File: src/rtl/lkcr_pkg.sv
package lkcr_pkg;

  // Request modes
  localparam logic MODE_RX    = 1'b0;
  localparam logic MODE_CLEAR = 1'b1;

  // Control characters
  localparam logic [7:0] CHR_LF = 8'h0A;
  localparam logic [7:0] CHR_CR = 8'h0D;

  // Command codes
  localparam logic [3:0] CMD_NONE    = 4'd0;
  localparam logic [3:0] CMD_UP      = 4'd1;
  localparam logic [3:0] CMD_DOWN    = 4'd2;
  localparam logic [3:0] CMD_CONFIRM = 4'd3;
  localparam logic [3:0] CMD_BACK    = 4'd4;
  localparam logic [3:0] CMD_START   = 4'd5;
  localparam logic [3:0] CMD_PAUSE   = 4'd6;
  localparam logic [3:0] CMD_UPLOAD  = 4'd7;
  localparam logic [3:0] CMD_CLEAR   = 4'd8;
  localparam logic [3:0] CMD_REPORT  = 4'd9;

  // Keyword table: entries held for matching, longest keyword is 7
  localparam int KW_COUNT = 9;
  localparam int KW_MAX   = 8;
  localparam int KW_IDX_W = 3;

  typedef logic [7:0] byte_t;
  typedef byte_t [KW_MAX-1:0] kw_text_t;

  localparam kw_text_t KW_TEXT [KW_COUNT] = '{
    {8'h00, 8'h00, 8'h00, 8'h00, 8'h00, 8'h00, "P",   "U"},
    {8'h00, 8'h00, 8'h00, 8'h00, "N",   "W",   "O",   "D"},
    {8'h00, "M",   "R",   "I",   "F",   "N",   "O",   "C"},
    {8'h00, 8'h00, 8'h00, 8'h00, "K",   "C",   "A",   "B"},
    {8'h00, 8'h00, 8'h00, "T",   "R",   "A",   "T",   "S"},
    {8'h00, 8'h00, 8'h00, "E",   "S",   "U",   "A",   "P"},
    {8'h00, 8'h00, "D",   "A",   "O",   "L",   "P",   "U"},
    {8'h00, 8'h00, 8'h00, "R",   "A",   "E",   "L",   "C"},
    {8'h00, 8'h00, "T",   "R",   "O",   "P",   "E",   "R"}
  };

  localparam logic [KW_IDX_W-1:0] KW_LEN [KW_COUNT] = '{
    3'd2, 3'd4, 3'd7, 3'd4, 3'd5, 3'd5, 3'd6, 3'd5, 3'd6
  };

  // Request and result payloads
  typedef struct packed {
    logic       mode;
    logic [7:0] rx_byte;
  } item_t;

  typedef struct packed {
    logic [3:0] command;
    logic       command_pending;
    logic       line_done;
  } result_t;

endpackage

File: src/rtl/lkcr_if.sv
// Request channel
interface lkcr_item_if import lkcr_pkg::*; ();
  logic       valid;
  logic       ready;
  logic       mode;
  logic [7:0] rx_byte;

  modport source (output valid, output mode, output rx_byte, input ready);
  modport sink   (input valid, input mode, input rx_byte, output ready);
endinterface

// Result channel
interface lkcr_result_if import lkcr_pkg::*; ();
  logic       valid;
  logic       ready;
  logic [3:0] command;
  logic       command_pending;
  logic       line_done;

  modport source (output valid, output command, output command_pending,
                  output line_done, input ready);
  modport sink   (input valid, input command, input command_pending,
                  input line_done, output ready);
endinterface

File: src/rtl/line_keyword_command_recognizer_core.sv
// Line keyword recogniser. Each request carries a received byte (mode 0) or
// a clear (mode 1) and yields exactly one result: the current command code
// (0 none, 1..9 for UP, DOWN, CONFIRM, BACK, START, PAUSE, UPLOAD, CLEAR,
// REPORT), the pending flag and a line-done strobe. A line ends on CR LF; a
// line that matches no keyword keeps the previous command but still sets
// pending. A line that fills LINE_DEPTH-1 bytes without ending is dropped.
// One request is taken every cycle; a result is offered once its request
// has passed the request register and then the result register, with the
// keyword compare done in a single pass between them. Back-pressure on the
// result side stalls the request side only when both registers are full.
module line_keyword_command_recognizer_core import lkcr_pkg::*; #(
  parameter int LINE_DEPTH = 16
) (
  input  logic                 clk,
  input  logic                 rst_n,
  lkcr_item_if.sink            in_if,
  lkcr_result_if.source        out_if
);

  logic    in_v_r, in_v_nxt;
  item_t   in_item_r;
  logic    out_v_r, out_v_nxt;
  result_t out_res_r;
  result_t res_nxt;
  logic    in_fire;
  logic    advance;

  // Handshake and pipeline advance
  assign advance     = in_v_r && (!out_v_r || out_if.ready);
  assign in_if.ready = !in_v_r || advance;
  assign in_fire     = in_if.valid && in_if.ready;
  assign in_v_nxt    = in_fire || (in_v_r && !advance);
  assign out_v_nxt   = advance || (out_v_r && !out_if.ready);

  // Valid flags
  always_ff @(posedge clk) begin
    if (!rst_n) begin
      in_v_r  <= 1'b0;
      out_v_r <= 1'b0;
    end else begin
      in_v_r  <= in_v_nxt;
      out_v_r <= out_v_nxt;
    end
  end

  // Request register
  always_ff @(posedge clk) begin
    if (in_fire) begin
      in_item_r.mode    <= in_if.mode;
      in_item_r.rx_byte <= in_if.rx_byte;
    end
  end

  lkcr_line_ctrl #(
    .LINE_DEPTH (LINE_DEPTH)
  ) u_line_ctrl (
    .clk     (clk),
    .rst_n   (rst_n),
    .step    (advance),
    .item    (in_item_r),
    .res_nxt (res_nxt)
  );

  // Result register
  always_ff @(posedge clk) begin
    if (advance) begin
      out_res_r <= res_nxt;
    end
  end

  assign out_if.valid           = out_v_r;
  assign out_if.command         = out_res_r.command;
  assign out_if.command_pending = out_res_r.command_pending;
  assign out_if.line_done       = out_res_r.line_done;

endmodule

File: src/rtl/lkcr_kw_match.sv
module lkcr_kw_match import lkcr_pkg::*; (
  input  byte_t [KW_MAX-1:0]  line_bytes,
  input  logic                len_ok,
  input  logic [KW_IDX_W-1:0] line_len,
  output logic [3:0]          code
);

  logic [KW_COUNT-1:0] hit;

  // One comparator per keyword: length first, then each used position
  always_comb begin
    for (int k = 0; k < KW_COUNT; k++) begin
      hit[k] = len_ok && (line_len == KW_LEN[k]);
      for (int i = 0; i < KW_MAX; i++) begin
        if (i < int'(KW_LEN[k]) && line_bytes[i] != KW_TEXT[k][i]) begin
          hit[k] = 1'b0;
        end
      end
    end
  end

  // Keywords are distinct, so at most one hit; lowest wins regardless
  always_comb begin
    code = CMD_NONE;
    for (int k = KW_COUNT - 1; k >= 0; k--) begin
      if (hit[k]) begin
        code = 4'(k + 1);
      end
    end
  end

endmodule

File: src/rtl/lkcr_line_ctrl.sv
module lkcr_line_ctrl import lkcr_pkg::*; #(
  parameter int LINE_DEPTH = 16
) (
  input  logic    clk,
  input  logic    rst_n,
  input  logic    step,
  input  item_t   item,
  output result_t res_nxt
);

  localparam int FILL_W = $clog2(LINE_DEPTH);
  localparam logic [FILL_W-1:0] FILL_LAST = FILL_W'(LINE_DEPTH - 1);

  logic [FILL_W-1:0]  fill_r, fill_nxt;
  logic               prev_cr_r, prev_cr_nxt;
  logic [3:0]         cmd_r, cmd_nxt;
  logic               pend_r, pend_nxt;
  byte_t [KW_MAX-1:0] store_r;

  logic               is_rx;
  logic [FILL_W-1:0]  fill_inc;
  logic [FILL_W-1:0]  line_len;
  logic               len_ok;
  logic               line_end;
  logic               store_wr;
  logic [3:0]         code;

  // Line end: LF with a CR as the previous received byte
  assign is_rx    = (item.mode == MODE_RX);
  assign fill_inc = fill_r + 1'b1;
  assign line_len = fill_r - 1'b1;
  assign len_ok   = ((line_len >> KW_IDX_W) == '0);
  assign line_end = is_rx && (item.rx_byte == CHR_LF) && (fill_r != '0) && prev_cr_r;
  // Only the head of the line can ever match a keyword
  assign store_wr = is_rx && ((fill_r >> KW_IDX_W) == '0);

  lkcr_kw_match u_match (
    .line_bytes (store_r),
    .len_ok     (len_ok),
    .line_len   (line_len[KW_IDX_W-1:0]),
    .code       (code)
  );

  // Next state for one request
  always_comb begin
    fill_nxt    = fill_r;
    prev_cr_nxt = prev_cr_r;
    cmd_nxt     = cmd_r;
    pend_nxt    = pend_r;
    if (!is_rx) begin
      cmd_nxt  = CMD_NONE;
      pend_nxt = 1'b0;
    end else begin
      prev_cr_nxt = (item.rx_byte == CHR_CR);
      if (line_end) begin
        pend_nxt = 1'b1;
        if (code != CMD_NONE) begin
          cmd_nxt = code;
        end
      end
      // Completed line or full buffer both restart the line
      if (line_end || fill_inc == FILL_LAST) begin
        fill_nxt = '0;
      end else begin
        fill_nxt = fill_inc;
      end
    end
  end

  assign res_nxt.command         = cmd_nxt;
  assign res_nxt.command_pending = pend_nxt;
  assign res_nxt.line_done       = line_end;

  // Control state
  always_ff @(posedge clk) begin
    if (!rst_n) begin
      fill_r    <= '0;
      prev_cr_r <= 1'b0;
      cmd_r     <= CMD_NONE;
      pend_r    <= 1'b0;
    end else if (step) begin
      fill_r    <= fill_nxt;
      prev_cr_r <= prev_cr_nxt;
      cmd_r     <= cmd_nxt;
      pend_r    <= pend_nxt;
    end
  end

  // Line head store, no reset
  always_ff @(posedge clk) begin
    if (step && store_wr) begin
      store_r[fill_r[KW_IDX_W-1:0]] <= item.rx_byte;
    end
  end

endmodule

File: src/flat_wrapper.sv
// flat-port wrapper written by rule: the top's interface ports become plain ports
module line_keyword_command_recognizer_core_flat import lkcr_pkg::*;
#(
  parameter int LINE_DEPTH = 16
)
  (clk, rst_n, in_if_valid, in_if_mode, in_if_rx_byte, in_if_ready, out_if_valid, out_if_command, out_if_command_pending, out_if_line_done, out_if_ready);
  lkcr_item_if in_if_i ();
  lkcr_result_if out_if_i ();
  input  logic clk;
  input  logic rst_n;
  input wire logic [$bits(in_if_i.valid)-1:0] in_if_valid;
  input wire logic [$bits(in_if_i.mode)-1:0] in_if_mode;
  input wire logic [$bits(in_if_i.rx_byte)-1:0] in_if_rx_byte;
  output wire logic [$bits(in_if_i.ready)-1:0] in_if_ready;
  output wire logic [$bits(out_if_i.valid)-1:0] out_if_valid;
  output wire logic [$bits(out_if_i.command)-1:0] out_if_command;
  output wire logic [$bits(out_if_i.command_pending)-1:0] out_if_command_pending;
  output wire logic [$bits(out_if_i.line_done)-1:0] out_if_line_done;
  input wire logic [$bits(out_if_i.ready)-1:0] out_if_ready;
  assign in_if_i.valid = in_if_valid;
  assign in_if_i.mode = in_if_mode;
  assign in_if_i.rx_byte = in_if_rx_byte;
  assign in_if_ready = in_if_i.ready;
  assign out_if_valid = out_if_i.valid;
  assign out_if_command = out_if_i.command;
  assign out_if_command_pending = out_if_i.command_pending;
  assign out_if_line_done = out_if_i.line_done;
  assign out_if_i.ready = out_if_ready;
  line_keyword_command_recognizer_core #(.LINE_DEPTH(LINE_DEPTH)) u_core (.clk(clk), .rst_n(rst_n), .in_if(in_if_i), .out_if(out_if_i));
endmodule
File: config.mk
export PLATFORM = sky130hd
export DESIGN_NAME = line_keyword_command_recognizer_core_flat
export DESIGN_NICKNAME = d
export VERILOG_FILES = /design/src/rtl/lkcr_pkg.sv /design/src/rtl/lkcr_if.sv /design/src/rtl/line_keyword_command_recognizer_core.sv /design/src/rtl/lkcr_kw_match.sv /design/src/rtl/lkcr_line_ctrl.sv /design/src/flat_wrapper.sv
export SDC_FILE = /design/constraint.sdc
export NUM_CORES = 1
export LEC_CHECK = 0
export BUFFER_PORTS_ARGS = -buffer_cell sky130_fd_sc_hd__clkbuf_2
export CAP_MARGIN = 20
export CORE_AREA = 2 2 115 117
export CTS_CLUSTER_SIZE = 24
export DETAILED_ROUTE_END_ITERATION = 10
export DIE_AREA = 0 0 117 119
export PLACE_DENSITY = 0.48
export SLEW_MARGIN = 15
export SYNTH_ARGS = -nofsm -noshare
export SYNTH_HDL_FRONTEND = slang
export SYNTH_SLANG_ARGS = --single-unit
export TNS_END_PERCENT = 100
File: constraint.sdc
create_clock -name clk -period 3.95 [get_ports clk]
set_clock_uncertainty 0.2 [all_clocks]
set_input_delay 0.79 -clock clk [delete_from_list [all_inputs] [get_ports clk]]
set_output_delay 0.79 -clock clk [all_outputs]
set_load 0.01 [all_outputs]
==> flow_summary.yaml, run 1 <==
run_status:
  status: "completed"
final_layout:
  finalCoreUtilization_pct: 33.6
  nets: 339
  area_growth_syn_to_layout_pct: 17.1
  layoutNonFillerInstCount: 500
  antenna_cells: 0
  final_cell_mix: "edfxtp_1, nor2_1, nand2_1, clkbuf_2, nand3_1"
  layout_commonest_cell: "edfxtp_1"
  stdcell_area_um2: 4330
  drive_above_1_share_pct: 17.9
power_and_ir_drop:
  p_sw_w: 0.000407
  clockPowerShare_pct: 45.5
  p_comb_share_pct: 2.3
  internal-power_w: 0.00148
  seqPwrFrac_pct: 52.2
  p_sw_share_pct: 21.5
  leakage_nw: 1.41
  ir_worst_vdd_v: 0.000207
  power_density_nw_per_um2: 436
clock_network:
  cts_tree: "done"
  cts.sink_count: 83
  clock_latency_ps: 350
  root_buffer: "clkbuf_16"
  postCtsSetupRepairBufs: 0
  ctsHoldBuffers: 0
  cts_repair_resize_count: 0
  cts_buffer_depth: 2
  cts_buffers: 9
  clk_pin_slew_ps: 60
  htreeDepth: 3
routing:
  wirelength_um: 8250
  wire_per_inst_um: 16.5
  viasPerCell: 4.85
  first_iter_violations: 123
  drtAntennaViolNets: 0
  drc: 0
  drt-pass1-iter-count: 6
  via_count: 2426
synthesis:
  async_reset_ff_share_pct: 0
  yosysUniqueCellTypes: 58
  ys.flop_type: "edfxtp_1"
  ys_ff_latch: 83
  synth_area_leader_cell: "edfxtp_1"
  synth_top_area_share_pct: 57.7
  syn_area_per_cell_um2: 12.8
  synth_edf_count: 71
  syn_area_um2: 3700
  synthTopCellsByArea: "edfxtp_1, dfxtp_1, nor2_1"
  synth_nets: 309
  seq_area_frac_synth_pct: 64.2
  yosys_warnings: 0
  synthCells: 289
setup_path:
  crit_chain: "inv_1, ha_1, nor2b_1, a32oi_1, nor4_1, a32oi_1, nand3_1, or3_4, and2_4, mux2_4"
  arrival_ps: 3370
  slowest_stage: "dfxtp_1"
  cpLargestDelayFamily: "simple AND/OR/NAND/NOR gates"
  critical_path_class: "reg -> reg"
  critPathMaxStageDelay_ps: 560
  cp_data_required_time_ps: 3850
  start_kind: "register"
  cp_max_fo: 13
  cp-end-kind: "register"
  cp_common_cell: "a32oi_1"
  path_buf_inv: 1
global_route:
  grtUsageTotal_pct: 12.8
  grt.met3_usage_pct: 3.51
  grt.overflow.total: 0
  top_usage_layer: "met2"
  first_global_vias: 2374
  met1_usage_pct: 16.3
  grt_start_max_net_pins: 17
  grt_use_met2_pct: 19.4
  antenna_found_initial: 0
  grt_pass1_wl_um: 13000
floorplan:
  initial_core_util_pct: 28.7
  die_area_um2: 13900
  rows: 42
  core_area_um2: 12900
  chipWidth_um: 117
  die_h_um: 119
  io_pins: 21
timing:
  fmax_mhz: 288
  worstMarginPinSlew_ps: 729
  relSlewSlack_pct: 51.2
  fin_crit_ps: 3470
  rsz0062_at_grt: "false"
  fin_crit_sh_pct: 87.9
  hold_violations: 0
  report.final.slew_viol_count: 0
  fin_setup_tns_ps: 0
  setup_viol: 0
  hold_slack_ps: 298
place:
  gp_congestion: 0.853
  portBuffers: 20
  dp.final_hpwl_um: 5980
  dp_cells: 484
  dpl-instance-area_um2: 4020
run:
  maxCapViolations: 0
hold_path:
  hold_class: "reg -> reg"
logic make-up (layout without fill, tap and decap cells):
family	Yosys count	in the layout	synth area share [%]
compound gates	31	31	5.79
xor+xnor	5	5	1.18
fa+ha+maj	7	7	2.37
buf+inv	15	50	2.00
flops	83	83	64.2
mux	1	1	0.406
simple gates	147	147	24.1
cell type report:
type / instances / area, um2
fillers: 1260 / 8550
flip-flops and latches: 83 / 2370
multi-input cells: 191 / 1250
clock buffers: 9 / 225
well taps: 176 / 220
repair buffers: 26 / 145
clock inverters: 7 / 83.8
inverters: 8 / 30.0
metal layers:
metal,part of all wire [%],wire length [um],up-vias
met5,0,0,-
li1,-,-,1173
met3,3.9,323,17
met2,49,4010,58
met1,44,3650,1178
met4,3.1,259,0
sequential cells by signal (all words and copies together) (netlist names):
| name | cells |
|---|---|
| u_core.in_item_r | 9 |
| u_core.in_v_r | 1 |
| u_core.out_if.command | 4 |
| u_core.out_if.command_pending | 1 |
| u_core.out_if.line_done | 1 |
| u_core.out_if.valid | 1 |
| u_core.u_line_ctrl.cmd_r | 4 |
| u_core.u_line_ctrl.fill_r | 4 |
| u_core.u_line_ctrl.pend_r | 1 |
| u_core.u_line_ctrl.prev_cr_r | 1 |
| u_core.u_line_ctrl.store_r | 56 |
synth_stat cells, drive strengths merged, types with 2 or more instances:
cell    instances
nor4bb          7
nand2b          5
inv             7
nor2           29
nor3            8
and4            3
dfxtp          12
or4             2
and4b           2
and3            3
and2            3
nand4b          4
edfxtp         71
a31oi           2
nor4            7
o31a            3
o21ai           5
a32oi           3
nor3b           5
a21oi           8
nand3          14
clkbuf          6
nor4b           9
nand2          22
or3             5
nor2b           6
o21a            2
ha              7
nand4           6
xor2            4
or2             2
metrics by stage:
stage	worst slack (ps)	total power (W)
4_1_cts	519	0.00192
5_1_grt	262	0.00195
3_3_place_gp	640	0.00105
6_report	476	0.00189
2_1_floorplan	764	0.00102
3_5_place_dp	522	0.00105
power by group through the flow:
| stage | Clock, W | Sequential [W] | Combinational (W) |
|---|---|---|---|
| after floorplan | 0 | 0.000995 | 0.0000270 |
| after global placement | 0 | 0.00101 | 0.0000437 |
| after detailed placement | 0 | 0.00101 | 0.0000440 |
| after CTS | 0.000886 | 0.000987 | 0.0000442 |
| after global routing | 0.000916 | 0.000988 | 0.0000486 |
| final | 0.000859 | 0.000986 | 0.0000430 |
tightest hold or removal path, stage by stage (launching register included):
cell     delay, ps
dfxtp_1        330
a21oi_1         60
nor2_1          70
worst paths after layout:
check             slack, ps  depth (start not counted)                    startpoint                           end
setup / recovery        480                         10  u_core.u_line_ctrl.fill_r[1]      u_core.out_if.command[1]
hold reg to reg         300                          2  u_core.u_line_ctrl.prev_cr_r  u_core.u_line_ctrl.prev_cr_r
hold / removal          300                          2  u_core.u_line_ctrl.prev_cr_r  u_core.u_line_ctrl.prev_cr_r
setup reg to reg        480                         10  u_core.u_line_ctrl.fill_r[1]      u_core.out_if.command[1]
Note: power is estimated with default switching activity, not from simulation.
==> run 2, diff against run 1 <==
CORE_AREA = 2 2 86 88   (was 2 2 115 117)
DIE_AREA = 0 0 88 90   (was 0 0 117 119)
PLACE_DENSITY = 0.75   (was 0.48)
==> flow_summary.yaml, run 2 (synthesis gave the netlist of run 1 again) <==
timing:
  hold_slack_ps: 298
  fmax_mhz: 287
  relSlewSlack_pct: 40.8
  fin_crit_ps: 3490
  hold_violations: 0
  fin_setup_tns_ps: 0
  rsz0062_at_grt: "false"
  worstMarginPinSlew_ps: 876
  setup_viol: 0
  fin_crit_sh_pct: 88.3
  report.final.slew_viol_count: 0
final_layout:
  area_growth_syn_to_layout_pct: 11.2
  layout_commonest_cell: "edfxtp_1"
  finalCoreUtilization_pct: 58.6
  nets: 337
  fillers: 567
  stdcell_area_um2: 4110
  largest_register_ffs: 56
  drive_above_1_share_pct: 17.4
  final_cell_mix: "edfxtp_1, nor2_1, nand2_1, clkbuf_2, nand3_1"
  antenna_cells: 0
setup_path:
  crit_chain: "inv_1, ha_1, nor2b_1, a32oi_1, nor4_1, a32oi_1, nand3_1, or3_4, and2_4, mux2_4"
  arrival_ps: 3400
  start_kind: "register"
  cp_max_fo: 13
  critPathMaxStageDelay_ps: 550
  slowest_stage: "dfxtp_1"
  cp-end-kind: "register"
  critical_path_class: "reg -> reg"
  cp_common_cell: "a32oi_1"
  cp_data_required_time_ps: 3860
  path_buf_inv: 1
  cpLargestDelayFamily: "simple AND/OR/NAND/NOR gates"
global_route:
  grt_pass1_wl_um: 11700
  grtUsageTotal_pct: 19.8
  grt_start_max_net_pins: 17
  grt.overflow.total: 0
  first_global_vias: 2354
  antenna_found_initial: 0
power_and_ir_drop:
  power_density_nw_per_um2: 400
  ir_worst_vdd_v: 0.000293
  leakage_nw: 1.35
run:
  maxCapViolations: 0
clock_network:
  cts_buffer_depth: 2
  postCtsSetupRepairBufs: 0
  cts_repair_resize_count: 0
  clock_latency_ps: 350
  clk_pin_slew_ps: 90
  root_buffer: "clkbuf_8"
  cts.sink_count: 83
  ctsHoldBuffers: 0
  htreeDepth: 3
  cts_tree: "done"
  cts_buffers: 9
routing:
  wirelength_um: 7220
  drc: 0
  viasPerCell: 5.80
  first_iter_violations: 220
  drtAntennaViolNets: 0
  wire_per_inst_um: 17.1
  via_count: 2440
  drt-pass1-iter-count: 5
place:
  dpl-instance-area_um2: 3910
  dp.final_hpwl_um: 5310
  gp_congestion: 0.852
  portBuffers: 20
floorplan:
  initial_core_util_pct: 52.7
  core_area_um2: 7020
  die_area_um2: 7920
  chipWidth_um: 88
  io_pins: 21
  rows: 31
  die_h_um: 90
run_status:
  status: "completed"
hold_path:
  hold_class: "reg -> reg"
-- run 2: changes by cell type in the layout (fill, tap and decap cells not counted), sizes merged --
cell,previous run,this run
buf,6,4
clkinv,3,2
inv,10,11
-- run 2: metal layers --
layer  vias to the layer above  global-route usage [%]  share of wire [%]
met5                         -                       0                  0
met4                         0                    7.95                2.0
met3                        18                    4.50                5.6
met2                        89                    31.6                 48
met1                      1168                    26.1                 44
li1                       1165                       -                  -
-- run 2: final cells by class --
cell class | count | area, um2 | share of cell area (%)
clock buffers | 9 | 124 | 3.01
clock inverters | 7 | 81.3 | 1.98
inverters | 8 | 30.0 | 0.730
multi-input cells | 191 | 1250 | 30.4
flip-flops and latches | 83 | 2370 | 57.7
well taps | 99 | 124 | 3.01
repair buffers | 24 | 130 | 3.16
-- run 2: path summary, 6_finish.rpt --
check | from | end | slack, ps | depth (start not counted)
worst max-delay path | u_core.u_line_ctrl.fill_r[1] | u_core.out_if.command[1] | 460 | 10
worst max register to register | u_core.u_line_ctrl.fill_r[1] | u_core.out_if.command[1] | 460 | 10
worst min-delay path | u_core.u_line_ctrl.cmd_r[0] | u_core.u_line_ctrl.cmd_r[0] | 300 | 2
worst min register to register | u_core.u_line_ctrl.cmd_r[0] | u_core.u_line_ctrl.cmd_r[0] | 300 | 2
-- run 2: per-stage QoR --
| stage | worst slack [ps] | std cells | total power, W |
|---|---|---|---|
| after detailed placement | 503 | 405 | 0.00105 |
| after global placement | 664 | 405 | 0.00105 |
| after CTS | 482 | 421 | 0.00165 |
| after floorplan | 764 | 289 | 0.00102 |
| final | 464 | 421 | 0.00165 |
| after global routing | 208 | 421 | 0.00170 |
-- run 2: worst register-to-register path, delay by kind of cell, from the launching register on --
kind / cells / cell delay, ps
AO/OA/AOI/OAI: 2 / 690
adder cells (fa/ha/maj): 1 / 270
buffers and inverters: 1 / 190
flip-flops: 1 / 550
multiplexers: 1 / 290
AND/OR/NAND/NOR: 5 / 1050
-- run 2: report_power, final --
group	switching, W	internal [W]
Combinational	0.0000259	0.0000166
Clock	0.000318	0.000302
Sequential	0.0000196	0.000964
Total	0.000364	0.00128
